**src/rtl/assert_macros.svh**
```systemverilog
// assertion macros for the rtl files; sample_store_min_max_mean.sv includes them
`ifndef ASSERT_MACROS_SVH
`define ASSERT_MACROS_SVH

// expression must hold at every clock edge outside reset
`define ASSERT_ALWAYS(label, clk, rst, expr, msg) \
   label: assert property (@(posedge clk) disable iff (rst) (expr)) else $error(msg);

// consequent must hold in the cycle after the antecedent
`define ASSERT_NEXT(label, clk, rst, ante, cons, msg) \
   label: assert property (@(posedge clk) disable iff (rst) (ante) |=> (cons)) \
      else $error(msg);

`endif

```
**src/rtl/ssmm_pkg.sv**
```systemverilog
// types and constants for the sample store with min, max and mean
`default_nettype none

package ssmm_pkg;

   localparam int MAX_SAMPLES_DEFAULT = 128;
   localparam int SAMPLE_W = 16;
   localparam int SUM_W = 23;
   localparam int CSR_W = 8;
   localparam int COUNT_OUT_W = 8;
   localparam logic [CSR_W-1:0] CAPACITY_RESET = 8'd100;

   localparam logic FUNC_ADD = 1'b0;
   localparam logic FUNC_REMOVE = 1'b1;

   typedef enum logic [1:0] {
      STAT_OK        = 2'd0,
      STAT_FULL      = 2'd1,
      STAT_EMPTY     = 2'd2,
      STAT_NOT_FOUND = 2'd3
   } status_type;

   typedef enum logic [2:0] {
      S_IDLE,
      S_DECIDE,
      S_SCAN,
      S_SCAN_END,
      S_DIV_START,
      S_DIV_RUN
   } state_type;

endpackage

`default_nettype wire

```
**src/rtl/sample_store_min_max_mean.sv**
```systemverilog
// bounded sample store with running count, sum, average, minimum and maximum
`default_nettype none
`include "assert_macros.svh"

// Usage:
//   An item (req_func, req_sample_value) is taken at a rising edge with start high
//   and busy low. req_func 0 appends the sample if the store is below capacity,
//   1 removes the first held sample equal to the value. busy stays high until the
//   result has been shown; one item is in work at a time.
//   Each item gives one result: rsp_valid is high for exactly one cycle with status,
//   count, sum, average, minimum and maximum as they stand after the operation.
//   The receiver cannot stall; the result is taken at the edge that ends that cycle.
//   From accept to strobe an add, taken or refused, passes decode, divider load,
//   the 23 quotient bits and the strobe; an empty store skips the divider. A
//   remove walks the store once through the single read port, finding the entry,
//   shifting later entries down and collecting the new extremes in the same
//   pass, then goes to the divider; a remove that empties the store skips it.
//   The bit-serial divider sets the add latency.
//   csr_wr_en / csr_wr_data write the capacity at any edge; write it while idle.
//   Reset empties the store (count, sum, min and max to zero, capacity to 100);
//   the sample memory itself is not cleared and needs no clearing pass.
module sample_store_min_max_mean #(
   parameter int MAX_SAMPLES = ssmm_pkg::MAX_SAMPLES_DEFAULT
) (
   input  wire                                  clock,
   input  wire                                  reset,
   input  wire                                  start,
   output logic                                 busy,
   input  wire                                  req_func,
   input  wire  signed [ssmm_pkg::SAMPLE_W-1:0] req_sample_value,
   output logic                                 rsp_valid,
   output logic        [1:0]                    rsp_status,
   output logic        [ssmm_pkg::COUNT_OUT_W-1:0] rsp_sample_count,
   output logic signed [ssmm_pkg::SUM_W-1:0]    rsp_sample_sum,
   output logic signed [ssmm_pkg::SAMPLE_W-1:0] rsp_sample_average,
   output logic signed [ssmm_pkg::SAMPLE_W-1:0] rsp_sample_min,
   output logic signed [ssmm_pkg::SAMPLE_W-1:0] rsp_sample_max,
   input  wire                                  csr_wr_en,
   input  wire         [ssmm_pkg::CSR_W-1:0]    csr_wr_data
);

   localparam int SW   = ssmm_pkg::SAMPLE_W;
   localparam int UW   = ssmm_pkg::SUM_W;
   localparam int CW   = $clog2(MAX_SAMPLES + 1);
   localparam int AW   = $clog2(MAX_SAMPLES);
   localparam int CMPW = (CW > ssmm_pkg::CSR_W) ? CW : ssmm_pkg::CSR_W;
   localparam int BW   = $clog2(UW);

   typedef logic signed [SW-1:0] sample_type;
   typedef logic signed [UW-1:0] sum_type;

   // sample memory, one write and one registered read port
   sample_type sample_mem [MAX_SAMPLES];
   sample_type mem_q_ff;
   logic            mem_we;
   logic [AW-1:0]   mem_wa;
   sample_type      mem_wd;
   logic [AW-1:0]   mem_ra;

   ssmm_pkg::state_type  state_ff, state_in;
   ssmm_pkg::status_type status_ff, status_in;
   logic                 rsp_valid_ff, rsp_valid_in;
   logic [ssmm_pkg::CSR_W-1:0] cap_ff, cap_in;

   logic [CW-1:0] count_ff, count_in;
   sum_type       sum_ff, sum_in;
   sample_type    min_ff, min_in;
   sample_type    max_ff, max_in;

   logic       func_ff, func_in;
   sample_type value_ff, value_in;

   logic [CW-1:0] ptr_ff, ptr_in;
   logic          rd_valid_ff, rd_valid_in;
   logic [AW-1:0] rd_idx_ff, rd_idx_in;
   logic          found_ff, found_in;
   logic          acc_any_ff, acc_any_in;
   sample_type    acc_min_ff, acc_min_in;
   sample_type    acc_max_ff, acc_max_in;

   logic [UW-1:0] div_num_ff, div_num_in;
   logic [CW-1:0] div_rem_ff, div_rem_in;
   logic          div_neg_ff, div_neg_in;
   logic [BW-1:0] div_bit_ff, div_bit_in;
   sample_type    avg_ff, avg_in;

   logic          full;
   logic          last_entry;
   logic [CW:0]   rem_trial;
   logic [CW:0]   rem_diff;
   logic          qbit;
   logic [UW-1:0] num_next;
   logic [UW-1:0] num_neg;
   sum_type       value_ext;

   assign value_ext  = {{(UW - SW){value_ff[SW-1]}}, value_ff};
   // held >= min(capacity, MAX_SAMPLES), held never exceeds MAX_SAMPLES
   assign full = (CMPW'(count_ff) >= CMPW'(cap_ff)) || (count_ff == CW'(MAX_SAMPLES));
   assign last_entry = (CW'(rd_idx_ff) == count_ff - CW'(1));

   // restoring divider step on the magnitude of the sum
   assign rem_trial = {div_rem_ff, div_num_ff[UW-1]};
   assign qbit      = (rem_trial >= {1'b0, count_ff});
   assign rem_diff  = rem_trial - {1'b0, count_ff};
   assign num_next  = {div_num_ff[UW-2:0], qbit};
   assign num_neg   = '0 - num_next;

   always_comb begin
      state_in     = state_ff;
      status_in    = status_ff;
      rsp_valid_in = 1'b0;
      cap_in       = csr_wr_en ? csr_wr_data : cap_ff;
      count_in     = count_ff;
      sum_in       = sum_ff;
      min_in       = min_ff;
      max_in       = max_ff;
      func_in      = func_ff;
      value_in     = value_ff;
      ptr_in       = ptr_ff;
      rd_valid_in  = 1'b0;
      rd_idx_in    = rd_idx_ff;
      found_in     = found_ff;
      acc_any_in   = acc_any_ff;
      acc_min_in   = acc_min_ff;
      acc_max_in   = acc_max_ff;
      div_num_in   = div_num_ff;
      div_rem_in   = div_rem_ff;
      div_neg_in   = div_neg_ff;
      div_bit_in   = div_bit_ff;
      avg_in       = avg_ff;
      mem_we       = 1'b0;
      mem_wa       = count_ff[AW-1:0];
      mem_wd       = value_ff;
      mem_ra       = ptr_ff[AW-1:0];

      unique case (state_ff)
         ssmm_pkg::S_IDLE: begin
            if (start) begin
               func_in  = req_func;
               value_in = req_sample_value;
               state_in = ssmm_pkg::S_DECIDE;
            end
         end
         ssmm_pkg::S_DECIDE: begin
            if (func_ff == ssmm_pkg::FUNC_ADD) begin
               state_in = ssmm_pkg::S_DIV_START;
               if (full) begin
                  status_in = ssmm_pkg::STAT_FULL;
               end else begin
                  status_in = ssmm_pkg::STAT_OK;
                  mem_we    = 1'b1;
                  count_in  = count_ff + CW'(1);
                  sum_in    = sum_ff + value_ext;
                  if (count_ff == '0) begin
                     min_in = value_ff;
                     max_in = value_ff;
                  end else begin
                     if (value_ff < min_ff) min_in = value_ff;
                     if (value_ff > max_ff) max_in = value_ff;
                  end
               end
            end else if (count_ff == '0) begin
               status_in = ssmm_pkg::STAT_EMPTY;
               state_in  = ssmm_pkg::S_DIV_START;
            end else begin
               ptr_in     = '0;
               found_in   = 1'b0;
               acc_any_in = 1'b0;
               state_in   = ssmm_pkg::S_SCAN;
            end
         end
         ssmm_pkg::S_SCAN: begin
            if (ptr_ff < count_ff) begin
               rd_valid_in = 1'b1;
               rd_idx_in   = ptr_ff[AW-1:0];
               ptr_in      = ptr_ff + CW'(1);
            end
            if (rd_valid_ff) begin
               if (!found_ff && (mem_q_ff == value_ff)) begin
                  found_in = 1'b1;
               end else begin
                  // entries past the match move down by one
                  if (found_ff) begin
                     mem_we = 1'b1;
                     mem_wa = rd_idx_ff - AW'(1);
                     mem_wd = mem_q_ff;
                  end
                  acc_any_in = 1'b1;
                  if (!acc_any_ff || (mem_q_ff < acc_min_ff)) acc_min_in = mem_q_ff;
                  if (!acc_any_ff || (mem_q_ff > acc_max_ff)) acc_max_in = mem_q_ff;
               end
               if (last_entry) state_in = ssmm_pkg::S_SCAN_END;
            end
         end
         ssmm_pkg::S_SCAN_END: begin
            state_in = ssmm_pkg::S_DIV_START;
            if (found_ff) begin
               status_in = ssmm_pkg::STAT_OK;
               count_in  = count_ff - CW'(1);
               sum_in    = sum_ff - value_ext;
               if (count_ff == CW'(1)) begin
                  min_in = '0;
                  max_in = '0;
               end else begin
                  if (value_ff == min_ff) min_in = acc_min_ff;
                  if (value_ff == max_ff) max_in = acc_max_ff;
               end
            end else begin
               status_in = ssmm_pkg::STAT_NOT_FOUND;
            end
         end
         ssmm_pkg::S_DIV_START: begin
            if (count_ff == '0) begin
               avg_in       = '0;
               rsp_valid_in = 1'b1;
               state_in     = ssmm_pkg::S_IDLE;
            end else begin
               div_neg_in = sum_ff[UW-1];
               div_num_in = sum_ff[UW-1] ? ('0 - sum_ff) : sum_ff;
               div_rem_in = '0;
               div_bit_in = BW'(UW - 1);
               state_in   = ssmm_pkg::S_DIV_RUN;
            end
         end
         ssmm_pkg::S_DIV_RUN: begin
            div_num_in = num_next;
            div_rem_in = qbit ? rem_diff[CW-1:0] : rem_trial[CW-1:0];
            div_bit_in = div_bit_ff - BW'(1);
            if (div_bit_ff == '0) begin
               avg_in       = div_neg_ff ? num_neg[SW-1:0] : num_next[SW-1:0];
               rsp_valid_in = 1'b1;
               state_in     = ssmm_pkg::S_IDLE;
            end
         end
         default: begin
            state_in = ssmm_pkg::S_IDLE;
         end
      endcase
   end

   always_ff @(posedge clock) begin
      if (mem_we) sample_mem[mem_wa] <= mem_wd;
      mem_q_ff <= sample_mem[mem_ra];
   end

   always_ff @(posedge clock) begin
      if (reset) begin
         state_ff     <= ssmm_pkg::S_IDLE;
         rsp_valid_ff <= 1'b0;
         cap_ff       <= ssmm_pkg::CAPACITY_RESET;
         count_ff     <= '0;
         sum_ff       <= '0;
         min_ff       <= '0;
         max_ff       <= '0;
         rd_valid_ff  <= 1'b0;
         found_ff     <= 1'b0;
         acc_any_ff   <= 1'b0;
         ptr_ff       <= '0;
         div_bit_ff   <= '0;
      end else begin
         state_ff     <= state_in;
         rsp_valid_ff <= rsp_valid_in;
         cap_ff       <= cap_in;
         count_ff     <= count_in;
         sum_ff       <= sum_in;
         min_ff       <= min_in;
         max_ff       <= max_in;
         rd_valid_ff  <= rd_valid_in;
         found_ff     <= found_in;
         acc_any_ff   <= acc_any_in;
         ptr_ff       <= ptr_in;
         div_bit_ff   <= div_bit_in;
      end
   end

   always_ff @(posedge clock) begin
      status_ff  <= status_in;
      func_ff    <= func_in;
      value_ff   <= value_in;
      rd_idx_ff  <= rd_idx_in;
      acc_min_ff <= acc_min_in;
      acc_max_ff <= acc_max_in;
      div_num_ff <= div_num_in;
      div_rem_ff <= div_rem_in;
      div_neg_ff <= div_neg_in;
      avg_ff     <= avg_in;
   end

   assign busy               = (state_ff != ssmm_pkg::S_IDLE);
   assign rsp_valid          = rsp_valid_ff;
   assign rsp_status         = status_ff;
   assign rsp_sample_count   = ssmm_pkg::COUNT_OUT_W'(count_ff);
   assign rsp_sample_sum     = sum_ff;
   assign rsp_sample_average = avg_ff;
   assign rsp_sample_min     = min_ff;
   assign rsp_sample_max     = max_ff;

   `ASSERT_NEXT(a_strobe_single, clock, reset, rsp_valid_ff, !rsp_valid_ff,
                "result strobe longer than one cycle")
   `ASSERT_NEXT(a_accept_busy, clock, reset, start && !busy, busy,
                "accepted item did not raise busy")
   `ASSERT_ALWAYS(a_count_bound, clock, reset, count_ff <= CW'(MAX_SAMPLES),
                  "held count above store depth")
   `ASSERT_ALWAYS(a_empty_zero, clock, reset,
                  (count_ff != '0) || ((min_ff == '0) && (max_ff == '0)),
                  "empty store with nonzero extremes")
   `ASSERT_ALWAYS(a_scan_ptr, clock, reset,
                  (state_ff != ssmm_pkg::S_SCAN) || (ptr_ff <= count_ff),
                  "scan read pointer past held count")

endmodule

`default_nettype wire
```
**config.mk**
```make
export PLATFORM = sky130hd
export DESIGN_NAME = sample_store_min_max_mean
export DESIGN_NICKNAME = d
export VERILOG_FILES = /design/src/rtl/ssmm_pkg.sv /design/src/rtl/sample_store_min_max_mean.sv
export VERILOG_INCLUDE_DIRS = /design/src /design/src/rtl
export SDC_FILE = /design/constraint.sdc
export NUM_CORES = 2
export LEC_CHECK = 0
export BUFFER_PORTS_ARGS = -buffer_cell sky130_fd_sc_hd__clkbuf_2
export CAP_MARGIN = 5
export CORE_AREA = 2 2 414 416
export CTS_CLUSTER_SIZE = 40
export DETAILED_ROUTE_END_ITERATION = 10
export DIE_AREA = 0 0 416 418
export PLACE_DENSITY = 0.67
export SYNTH_ARGS = -nofsm -noshare
export SYNTH_HDL_FRONTEND = slang
export SYNTH_SLANG_ARGS = --single-unit
export TNS_END_PERCENT = 20
```
**constraint.sdc**
```tcl
create_clock -name clock -period 11.55 [get_ports clock]
set_input_delay 1.155 -clock clock [delete_from_list [all_inputs] [get_ports clock]]
set_output_delay 1.155 -clock clock [all_outputs]
set_load 0.01 [all_outputs]
```
==> impl_metrics.csv <==
group,metric,value,unit
outcome,outcome,"finished, final reports clean",
cts,cts_tree,"built",
place,place_ws,6.499,ns
drt,vias,48150,
pwr,leakagePower,0.03229,uW
worst_setup_path,path_depth,8,
worst_setup_path,critPathMaxFanout,88,
yosys,synth_nets,5078,
yosys,synthCells,4928,
sta,worst_slack,6.672,ns
global_route,grt_pass1_vias,47332,
yosys,synthArstFlopShare,0,
yosys,syn_area,92560,um2
yosys,synthDistinctLibCells,76,
cts,clk_pin_slew_worst_paths,0.06,ns
flow_run,cap_violations,0,
yosys,synth.top_cell.area_share,0.6988,
yosys,ys_seq_area_frac,0.7220,
worst_setup_path,worstSetupStartpoint,"ptr_ff[0]$_SDFFE_PP0P_",
yosys,ys.flop_type,"edfxtp_1",
floorplan,core_area,169100,um2
cts,holdBufCountCts,0,
cts,cts_setup_buffers,0,
worst_setup_path,max_stage_delay,0.93,ns
sta,finalClockSkew,0.03151,ns
worst_setup_path,slowest_stage,"a221oi_1",
drt,first_pass_iters,5,
cts,clockBufferDepth,3,
worst_setup_path,end_kind,"flop",
drt,totalWireLength,227100,um
worst_setup_path,cp_cell_sequence,"buf_12, buf_4, mux4_2, mux4_2, nor2_1, a21oi_1, a221oi_1, nor2_1",
place,dp_hpwl,135300,um
sta,hold_viol,0,
place,gp_congestion,0.8451,
drt,drc,0,
worst_setup_path,crit_type,"reg2reg",
sta,worst_pin_slew,1.231,ns
global_route,grt_max_degree,116,
cts,h-tree-depth,4,
drt,vias_per_cell,6.353,
yosys,ys.warnings.count,0,
yosys,yosys-top-cells-area,"edfxtp_1 70%, mux4_2 13%, dfxtp_1 2.3%",
floorplan,start_util,0.5474,
worst_hold_path,hp-start,"req_sample_value[15]",
sta,rsz0062_at_grt,"false",
cts,cts_buffers,222,
yosys,synth_edf_count,2154,
worst_setup_path,r2r_start,"ptr_ff[0]$_SDFFE_PP0P_",
global_route,grt_usage,0.2609,
place,dp_cells,7159,
pwr,power.density,160.6,nW/um2
worst_setup_path,critPathRequiredTime,12.24,ns
floorplan,die_h,418,um
sta,drv_slew,0,
worst_hold_path,hold_class,"in2reg",
final_layout,area_delta_synth_final,11.55,%
floorplan,num_rows,151,
sta,max_slew_margin,0.1794,
global_route,antenna_found_initial,10,
global_route,overflow,0,
global_route,grt_pass1_wl,329400,um
final_layout,fin_cells,7579,
drt,drt-initial-drc-count,5371,
cts,cts-root-buf,"clkbuf_16",
place,io_buffers,111,
final_layout,drive_above_1_share,0.2404,
worst_setup_path,crit_path_end,"mem_q_ff[12]$_DFF_P_",
yosys,syn_avg_cell_area,18.78,um2
floorplan,pin_count,112,
worst_setup_path,path_buf_inv,2,
floorplan,die_area,173900,um2
final_layout,mostFrequentLayoutCell,"edfxtp_1",
worst_setup_path,reg2reg_to,"mem_q_ff[12]$_DFF_P_",
sta,fin_crit_sh,0.4224,
sta,period_needed,4.878,ns
worst_setup_path,r2r_setup_slack,6.67,ns
drt,wl_per_cell,29.96,um
pwr,vdd_drop_max,0.1332,mV
final_layout,layout_common_cells,"2,154 x edfxtp_1, 531 x mux4_2, 263 x nor2_1",
worst_setup_path,cp.arrival,5.57,ns
yosys,synth.largest_area_cell,"edfxtp_1",
cts,clk_latency,0.85,ns
sta,setup_viol,0,
cts,cts.sinks,2261,
sta,max_freq,0.2050,GHz
worst_setup_path,worstRegToRegCells,8,
sta,tns,0,ns
worst_setup_path,worstSetupStartpointType,"flop",
worst_setup_path,cpLargestDelayFamily,"buffers and inverters",
cts,ctsResizeCount,0,
floorplan,die_w,416,um
final_layout,final_nets,5316,
yosys,ys_seq_elements,2261,
drt,ant_nets,0,
-- layer usage --
layer,track usage,up-vias,routed length [um]
li1,-,20445,-
met1,0.3810,25299,93950
met2,0.4112,2077,109000
met3,0.04439,327,18100
met4,0.07267,2,6038
met5,0,-,8
-- report_power, final --
part           switching (uW)  internal [uW]
Clock                    3060           3900
Sequential               55.4           9050
Combinational             380            135
Total                    3490          13100
-- registers in the layout (all words and copies together), names as in the netlist, 8 cells and up --
name                count
sample_mem           2048
rsp_sample_average     16
rsp_sample_count        8
ptr_ff                  8
div_rem_ff              8
acc_min_ff             16
acc_max_ff             16
rsp_sample_min         16
rsp_sample_sum         23
cap_ff                  8
rsp_sample_max         16
value_ff               16
div_num_ff             23
mem_q_ff               16
-- stage by stage --
step	power, uW	cell area (um2)	utilization	hold WS (ns)
after floorplan	9580	92560	-	0.4288
after global placement	9781	96240	0.5692	0.4772
after detailed placement	9798	96240	0.5692	0.4844
after CTS	16680	103200	0.6104	0.4243
after global routing	17030	103200	0.6105	0.4514
final	16580	103200	0.6106	0.4824
-- Yosys cell counts, types with 28 or more instances --
master / n
or3_1: 28
edfxtp_1: 2154
buf_2: 70
mux2_2: 66
nor2b_1: 43
mux4_2: 531
clkbuf_1: 123
buf_1: 29
ha_1: 119
a22oi_1: 36
a21oi_1: 157
xor2_1: 66
inv_1: 122
o21ai_0: 109
nand2_1: 155
a211oi_1: 71
buf_4: 36
nor2_1: 303
mux2i_1: 169
nand3_1: 28
a31oi_1: 29
xnor2_1: 41
dfxtp_1: 107
-- kinds of logic after synthesis --
group,after synthesis,share of synthesized area
AO/OA/AOI/OAI,604,0.04341
XOR/XNOR,107,0.01013
adder cells (fa/ha/maj),121,0.01652
buffers and inverters,395,0.01956
flip-flops,2261,0.7220
multiplexers,766,0.1555
AND/OR/NAND/NOR,674,0.03288
-- cell type report --
class / count / area, um2
inverter: 123 / 461.7
sequential: 2261 / 66850
antenna: 3 / 7.507
tap: 2218 / 2775
clock buffer: 298 / 6108
fill: 11871 / 65850
timing repair buffer: 286 / 1961
clock inverter: 118 / 873.3
multi-input combinational: 2272 / 24210
-- worst register-to-register path, delay by kind of cell (launching register included) --
family                 cells  cell delay (ns)
muxes                      2             1.23
buffers and inverters      2             1.40
and+or+nand+nor            2             0.26
AOI/OAI and AO/OA          2             0.98
DFF                        1             0.86
-- worst min path at each step --
| stage | to | cells after the start |
|---|---|---|
| 2_1_floorplan | rd_idx_ff[2]$_DFFE_PP_ | 0 |
| 3_3_place_gp | cap_ff[7]$_SDFFE_PP0P_ | 2 |
| 3_5_place_dp | cap_ff[3]$_SDFFE_PP0P_ | 2 |
| 4_1_cts | value_ff[15]$_DFFE_PP_ | 1 |
| 5_1_grt | value_ff[15]$_DFFE_PP_ | 1 |
| 6_report | value_ff[15]$_DFFE_PP_ | 1 |
(Power assumes the default switching activity.)
